`src/sptr_pkg.sv`:
```
// Package for the SOM palette trainer: widths, shift constants, FSM and
// command types, and the colour pull function. No dependencies.
`timescale 1ns / 1ps
package sptr_pkg;

    localparam int NETBIASSHIFT    = 4;
    localparam int INTBIASSHIFT    = 16;
    localparam int GAMMASHIFT      = 10;
    localparam int BETASHIFT       = 10;
    localparam int RADIUSBIASSHIFT = 6;
    localparam int RADIUSDEC       = 30;
    localparam int ALPHABIASSHIFT  = 10;
    localparam int RADBIASSHIFT    = 8;
    localparam int RPOW_DEPTH      = 32;

    localparam int COL_W     = 12;
    localparam int BIAS_W    = 32;
    localparam int FREQ_W    = 17;
    localparam int RPOW_W    = 19;
    localparam int LR_W      = 11;
    localparam int RADS_W    = 12;
    localparam int SAMP_W    = 24;
    localparam int RAD_W     = 6;
    localparam int DIST_W    = 14;
    localparam int BD_W      = 22;
    localparam int DIV_NUM_W = 19;
    localparam int DIV_DEN_W = 11;
    localparam int PROD_W    = RPOW_W + COL_W + 2;

    // Radius decay x/RADIUSDEC as (x*RAD_RECIP) >> RAD_RECIP_SH, exact for x < 4681
    localparam logic [RADS_W-1:0] RAD_RECIP    = 12'd2185;
    localparam int                RAD_RECIP_SH = 16;

    // Configuration register indexes
    localparam logic CFG_ALPHA_DIV = 1'b0;
    localparam logic CFG_DECAY_INT = 1'b1;

    localparam logic signed [PROD_W-1:0] RND_WIN =
        PROD_W'((1 << ALPHABIASSHIFT) - 1);
    localparam logic signed [PROD_W-1:0] RND_NB =
        PROD_W'((1 << (ALPHABIASSHIFT + RADBIASSHIFT)) - 1);

    typedef enum logic [4:0] {
        ST_CLEAR, ST_FILL_DIV, ST_FILL_WAIT, ST_IDLE, ST_RD, ST_RD_OUT,
        ST_SCAN, ST_SCAN_END, ST_BOOST_RD, ST_BOOST_WR, ST_WIN_RD, ST_WIN_WR,
        ST_NB_UP, ST_NB_UPW, ST_NB_DN, ST_NB_DNW, ST_DECAY, ST_LR_WAIT,
        ST_RAD_UPD, ST_OUT
    } state_t;

    typedef enum logic [2:0] {
        ADDR_IDX, ADDR_REQ, ADDR_BEST, ADDR_BESTB, ADDR_UP, ADDR_DN
    } addr_sel_t;

    typedef enum logic [1:0] {
        DIV_FILL, DIV_LR
    } div_sel_t;

    typedef struct packed {
        logic      req_load;
        logic      res_load;
        logic      clr_step;
        logic      idx_clear;
        logic      idx_inc;
        logic      mem_rd;
        addr_sel_t addr_sel;
        logic      scan_rd;
        logic      boost_wr;
        logic      move_wr;
        logic      move_nb;
        logic      m_clear;
        logic      m_inc;
        logic      k_clear;
        logic      k_inc;
        logic      fill_wr;
        logic      div_start;
        div_sel_t  div_sel;
        logic      lr_upd;
        logic      rad_upd;
        logic      samp_upd;
    } cmd_t;

    typedef struct packed {
        logic idx_last;
        logic div_done;
        logic rad_zero;
        logic k_last;
        logic nb_end;
        logic up_ok;
        logic dn_ok;
        logic decay_due;
        logic out_free;
    } sts_t;

    // v - factor*(v - tgt)/2^shift, division truncating toward zero, mod 4096
    function automatic logic [COL_W-1:0] pull_colour(
        input logic [COL_W-1:0]  v,
        input logic [COL_W-1:0]  tgt,
        input logic [RPOW_W-1:0] f,
        input logic              nb
    );
        logic signed [COL_W:0]    diff;
        logic signed [PROD_W-1:0] prod;
        logic signed [PROD_W-1:0] adj;
        logic signed [PROD_W-1:0] q;
        logic [COL_W:0]           res;
        diff = $signed({1'b0, v}) - $signed({1'b0, tgt});
        prod = $signed({1'b0, f}) * diff;
        if (prod[PROD_W-1])
            adj = prod + (nb ? RND_NB : RND_WIN);
        else
            adj = prod;
        q = nb ? (adj >>> (ALPHABIASSHIFT + RADBIASSHIFT)) : (adj >>> ALPHABIASSHIFT);
        res = {1'b0, v} - q[COL_W:0];
        return res[COL_W-1:0];
    endfunction

endpackage

```
`src/sptr_ctrl.sv`:
```
// Controller state machine: sequences clearing, read requests, scan, updates,
// neighbour moves, decay, table fill and result output. Uses sptr_pkg types.
`timescale 1ns / 1ps
module sptr_ctrl (
    input  logic           clk,
    input  logic           rst_n,
    input  logic           s_tvalid,
    input  logic           s_tuser,
    output logic           s_tready,
    input  sptr_pkg::sts_t sts,
    output sptr_pkg::cmd_t cmd
);
    import sptr_pkg::*;

    state_t state_reg, state_next;
    logic   boot_reg, boot_next;
    state_t fill_exit;

    assign fill_exit = boot_reg ? ST_IDLE : ST_OUT;

    // Next state
    always_comb
    begin
        state_next = state_reg;
        boot_next  = boot_reg;
        case (state_reg)
            ST_CLEAR:
                if (sts.idx_last)
                    state_next = ST_FILL_DIV;
            ST_FILL_DIV:
                if (sts.rad_zero)
                begin
                    state_next = fill_exit;
                    boot_next  = 1'b0;
                end
                else
                    state_next = ST_FILL_WAIT;
            ST_FILL_WAIT:
                if (sts.div_done)
                begin
                    if (sts.k_last)
                    begin
                        state_next = fill_exit;
                        boot_next  = 1'b0;
                    end
                    else
                        state_next = ST_FILL_DIV;
                end
            ST_IDLE:
                if (s_tvalid)
                    state_next = s_tuser ? ST_RD : ST_SCAN;
            ST_RD:
                state_next = ST_RD_OUT;
            ST_RD_OUT:
                if (sts.out_free)
                    state_next = ST_IDLE;
            ST_SCAN:
                if (sts.idx_last)
                    state_next = ST_SCAN_END;
            ST_SCAN_END:
                state_next = ST_BOOST_RD;
            ST_BOOST_RD:
                state_next = ST_BOOST_WR;
            ST_BOOST_WR:
                state_next = ST_WIN_RD;
            ST_WIN_RD:
                state_next = ST_WIN_WR;
            ST_WIN_WR:
                state_next = sts.rad_zero ? ST_DECAY : ST_NB_UP;
            ST_NB_UP:
                if (sts.nb_end)
                    state_next = ST_DECAY;
                else if (sts.up_ok)
                    state_next = ST_NB_UPW;
                else
                    state_next = ST_NB_DN;
            ST_NB_UPW:
                state_next = ST_NB_DN;
            ST_NB_DN:
                state_next = sts.dn_ok ? ST_NB_DNW : ST_NB_UP;
            ST_NB_DNW:
                state_next = ST_NB_UP;
            ST_DECAY:
                state_next = sts.decay_due ? ST_LR_WAIT : ST_OUT;
            ST_LR_WAIT:
                if (sts.div_done)
                    state_next = ST_RAD_UPD;
            ST_RAD_UPD:
                state_next = ST_FILL_DIV;
            ST_OUT:
                if (sts.out_free)
                    state_next = ST_IDLE;
            default:
                state_next = ST_IDLE;
        endcase
    end

    // Commands
    always_comb
    begin
        cmd          = '0;
        cmd.addr_sel = ADDR_IDX;
        cmd.div_sel  = DIV_FILL;
        s_tready     = 1'b0;
        case (state_reg)
            ST_CLEAR:
            begin
                cmd.clr_step = 1'b1;
                cmd.idx_inc  = 1'b1;
                cmd.k_clear  = sts.idx_last;
            end
            ST_FILL_DIV:
                cmd.div_start = !sts.rad_zero;
            ST_FILL_WAIT:
            begin
                cmd.fill_wr = sts.div_done;
                cmd.k_inc   = sts.div_done && !sts.k_last;
            end
            ST_IDLE:
            begin
                s_tready      = 1'b1;
                cmd.req_load  = s_tvalid;
                cmd.idx_clear = s_tvalid;
            end
            ST_RD:
            begin
                cmd.mem_rd   = 1'b1;
                cmd.addr_sel = ADDR_REQ;
            end
            ST_RD_OUT:
                cmd.res_load = sts.out_free;
            ST_SCAN:
            begin
                cmd.mem_rd  = 1'b1;
                cmd.scan_rd = 1'b1;
                cmd.idx_inc = 1'b1;
            end
            ST_SCAN_END:
                cmd.mem_rd = 1'b0;
            ST_BOOST_RD:
            begin
                cmd.mem_rd   = 1'b1;
                cmd.addr_sel = ADDR_BEST;
            end
            ST_BOOST_WR:
                cmd.boost_wr = 1'b1;
            ST_WIN_RD:
            begin
                cmd.mem_rd   = 1'b1;
                cmd.addr_sel = ADDR_BESTB;
            end
            ST_WIN_WR:
            begin
                cmd.move_wr = 1'b1;
                cmd.m_clear = 1'b1;
            end
            ST_NB_UP:
            begin
                cmd.mem_rd   = !sts.nb_end && sts.up_ok;
                cmd.addr_sel = ADDR_UP;
            end
            ST_NB_UPW:
            begin
                cmd.move_wr = 1'b1;
                cmd.move_nb = 1'b1;
            end
            ST_NB_DN:
            begin
                cmd.mem_rd   = sts.dn_ok;
                cmd.addr_sel = ADDR_DN;
                cmd.m_inc    = !sts.dn_ok;
            end
            ST_NB_DNW:
            begin
                cmd.move_wr = 1'b1;
                cmd.move_nb = 1'b1;
                cmd.m_inc   = 1'b1;
            end
            ST_DECAY:
            begin
                cmd.samp_upd  = 1'b1;
                cmd.div_start = sts.decay_due;
                cmd.div_sel   = DIV_LR;
            end
            ST_LR_WAIT:
            begin
                cmd.div_sel = DIV_LR;
                cmd.lr_upd  = sts.div_done;
            end
            ST_RAD_UPD:
            begin
                cmd.rad_upd = 1'b1;
                cmd.k_clear = 1'b1;
            end
            ST_OUT:
                cmd.res_load = sts.out_free;
            default:
                cmd.mem_rd = 1'b0;
        endcase
    end

    always_ff @(posedge clk or negedge rst_n)
    begin
        if (!rst_n)
        begin
            state_reg <= ST_CLEAR;
            boot_reg  <= 1'b1;
        end
        else
        begin
            state_reg <= state_next;
            boot_reg  <= boot_next;
        end
    end

endmodule

```
`config.mk`:
```
export PLATFORM = sky130hd
export DESIGN_NAME = sptr_ctrl
export DESIGN_NICKNAME = d
export VERILOG_FILES = /design/src/sptr_pkg.sv /design/src/sptr_ctrl.sv
export SDC_FILE = /design/constraint.sdc
export NUM_CORES = 1
export LEC_CHECK = 0
export BUFFER_PORTS_ARGS = -buffer_cell sky130_fd_sc_hd__buf_2
export CAP_MARGIN = 20
export CORE_AREA = 2 2 45 47
export CTS_CLUSTER_DIAMETER = 40
export DETAILED_ROUTE_END_ITERATION = 12
export DIE_AREA = 0 0 47 49
export MAX_ROUTING_LAYER = met4
export PLACE_DENSITY_LB_ADDON = 0.12
export SLEW_MARGIN = 0
export SYNTH_ARGS = -nofsm -noshare
export SYNTH_HDL_FRONTEND = slang
export SYNTH_SLANG_ARGS = --single-unit
```
`constraint.sdc`:
```
create_clock -name clk -period 2.4 [get_ports clk]
set_input_delay 0.12 -clock clk [delete_from_list [all_inputs] [get_ports clk]]
set_output_delay 0.12 -clock clk [all_outputs]
set_load 0.02 [all_outputs]
```
==> metrics.md <==
| Metric | Value |
|---|---|
| All-Layer GR Usage | 24.9% |
| Largest net degree at the start of global routing | 21 |
| Final core utilization | 58.8% |
| Max_slew headroom | 60.7% |
| CTS buffer count | 3 |
| Setup violation total in the final timing report | 0 |
| WL per Instance | 13.7 µm |
| Post-Syn Area per Cell | 6.65 µm² |
| Grt ovf | 0 |
| Final hold vios | 0 |
| Cell Area, Placed | 1050 µm² |
| CP peak stage delay | 0.71 ns |
| Post-synth top area share | 14.1% |
| Setup TNS | 0 ns |
| Unrepaired setup endpoints after global routing | false |
| Sink Count | 6 |
| Synth Cell Area | 885 µm² |
| Vias in the first global route | 945 |
| CTS Buffer Depth | 2 |
| Buffers and inverters on the worst path | 1 |
| Num ports | 38 |
| Die Area | 2300 µm² |
| Max Cap Viol | 0 |
| Seq/Total Area, Yosys | 17.1% |
| Core Rows | 16 |
| Drt drc | 0 |
| Post-synth cell types | 45 |
| Static Leak | 0.500 nW |
| Yosys warns | 0 |
| Reg clk slew, reported paths | 0.05 ns |
| FFs w/ async S/R, synth | 100% |
| Layout cell share with drive strength beyond 1 | 32.1% |
| CP Data Required Time | 2.28 ns |
| PortBufs | 36 |
| Setup crit end kind | output pin |
| Min-delay worst type | in -> reg |
| Syn-to-layout area delta | 22.5% |
| Final Max Tran Viols | 0 |
| CP max stage cell | dfrtp_1 |
| Outcome | complete, no violations |
| Iteration-0 DRC Markers | 47 |
| Routed wire length | 2.59 mm |
| Hpwl dp | 1.93 mm |
| Synth area leader | dfrtp_1 |
| Largest delay share family, worst path | flip-flops |
| CP Max Fanout | 20 |
| Final #Nets | 176 |
| DR pass1 iterations | 4 |
| Post-synth EDFFs | 0 |
| Type of the worst setup path | reg -> out |
| CTS H-tree depth | 1 |
| Core Footprint | 1840 µm² |
| #FFs+latches synth | 6 |
| Critical path arrival | 2.03 ns |
| Die width | 47 µm |
| Via/cell ratio | 5.88 |
| Least-Margin Pin Slew | 0.589 ns |
| ANT cells | 0 |
| Crit path cell chain | and2b_1 -> nand3_1 -> o32ai_1 -> buf_2 |
| Die Height | 49 µm |
| Number of vias in the routed layout | 1112 |
| Max VDD drop | 0.800 mV |
| Mapped Cells | 133 |
| Root buffer cell | clkbuf_4 |
| Largest register FFs | 5 |
| Worst slack, placed | 0.467 ns |
| Commonest non-fill, non-tap cells in the layout | buf_2, nor3_1, nor2_1 |
| Prevailing post-synth register cell | dfrtp_1 |
| Most common cell after layout, fill and taps aside | buf_2 |
| First-pass GRT wire length | 4.19 mm |
| Synth top area cells | dfrtp_1, nor3_1, a21oi_1, o21ai_0, nor2_1 |
| Crit path time final | 2.15 ns |
| Post-route ant nets | 0 |
| Worst Skew | 0.00403 ns |
| CTS tree | built |
| Initial Utilization | 48.0% |
| Setup WS post-layout | 0.248 ns |
| Syn nets | 146 |
| Worst skew pair latency | 0.24 ns |
| Critical path launch point type | register |
| Filler cell count in the final layout | 201 |
| GPL Wtd Cong | 0.832 |
| Final Instance Area | 1080 µm² |
| Max Freq | 465 MHz |
| Tcrit/Tclk final | 89.7% |
| Antenna violations before repair | 0 |
| Pwr Density | 1220 nW/µm² |
| Post-CTS resize count | 0 |
stage by stage:
step	std cells	total power, W	hold WS (ns)
2_1_floorplan	133	0.000990	-0.176
3_3_place_gp	184	0.00120	-0.0510
3_5_place_dp	184	0.00121	-0.0491
4_1_cts	189	0.00132	0.0528
5_1_grt	189	0.00145	0.0447
6_report	189	0.00132	0.0514
routing by layer:
layer	GRT usage [%]	share of wire, %
met1	35.3	45
met2	37.7	48
met3	3.33	6.4
met4	5.09	0.69
met5	-	0
logic make-up (layout without fill, tap and decap cells):
logic type                Yosys count  count (layout)  share of synthesized area, %
DFF                                 6               6                          17.1
xor gates and xnor gates            1               1                         0.990
buffers and inverters              21              50                          11.7
other                               1               1                         0.424
and+or+nand+nor                    72              72                          46.4
AOI/OAI and AO/OA                  32              32                          23.3
report_power, final:
group / internal, W / switching (W) / total (W)
Clock: 0.0000630 / 0.0000374 / 0.000100
Sequential: 0.000139 / 0.000134 / 0.000272
Combinational: 0.000374 / 0.000572 / 0.000946
worst register-to-register path, delay by kind of cell (launching register included):
family | cells | cell delay, ns
AND/OR/NAND/NOR | 2 | 0.63
AO/OA/AOI/OAI | 3 | 0.65
flip-flops | 1 | 0.58
cell type report:
type                    instances  area, µm²  area share (%)
well taps                      27       33.8            3.12
clock buffers                   4       26.3            2.42
inverters                       4       15.0            1.39
repair buffers                 42        228            21.0
multi-input cells             106        629            58.1
flip-flops and latches          6        151            14.0
synth_stat cells (all sizes together), types with 2 or more instances:
master  instances
o21ai           9
nor4            3
nor3b           4
and2            2
nor3           14
buf            12
nor2b           5
dfrtp           5
or3b            3
and3            3
or2             2
nand4           3
inv             4
clkbuf          5
nand3b          3
a21oi          11
nor2           11
nand2           9
or3             2
nand2b          2
nand3           4
path summary, 6_finish.rpt:
path	startpoint	to	slack [ns]	cells past startpoint
max	state_reg[3]	cmd[18]	0.25	4
max in group asynchronous	rst_n	boot_reg	1.94	2
max reg2reg	state_reg[4]	state_reg[2]	0.45	5
min	sts[5]	boot_reg	0.05	2
min in group asynchronous	rst_n	state_reg[1]	0.23	2
min reg2reg	boot_reg	boot_reg	0.46	2
what timing repair did:
action	in CTS	in global routing
hold buffers	1	0
endpoints found under the hold margin	6	0
setup buffers	0	0
(Power assumes the default switching activity.)
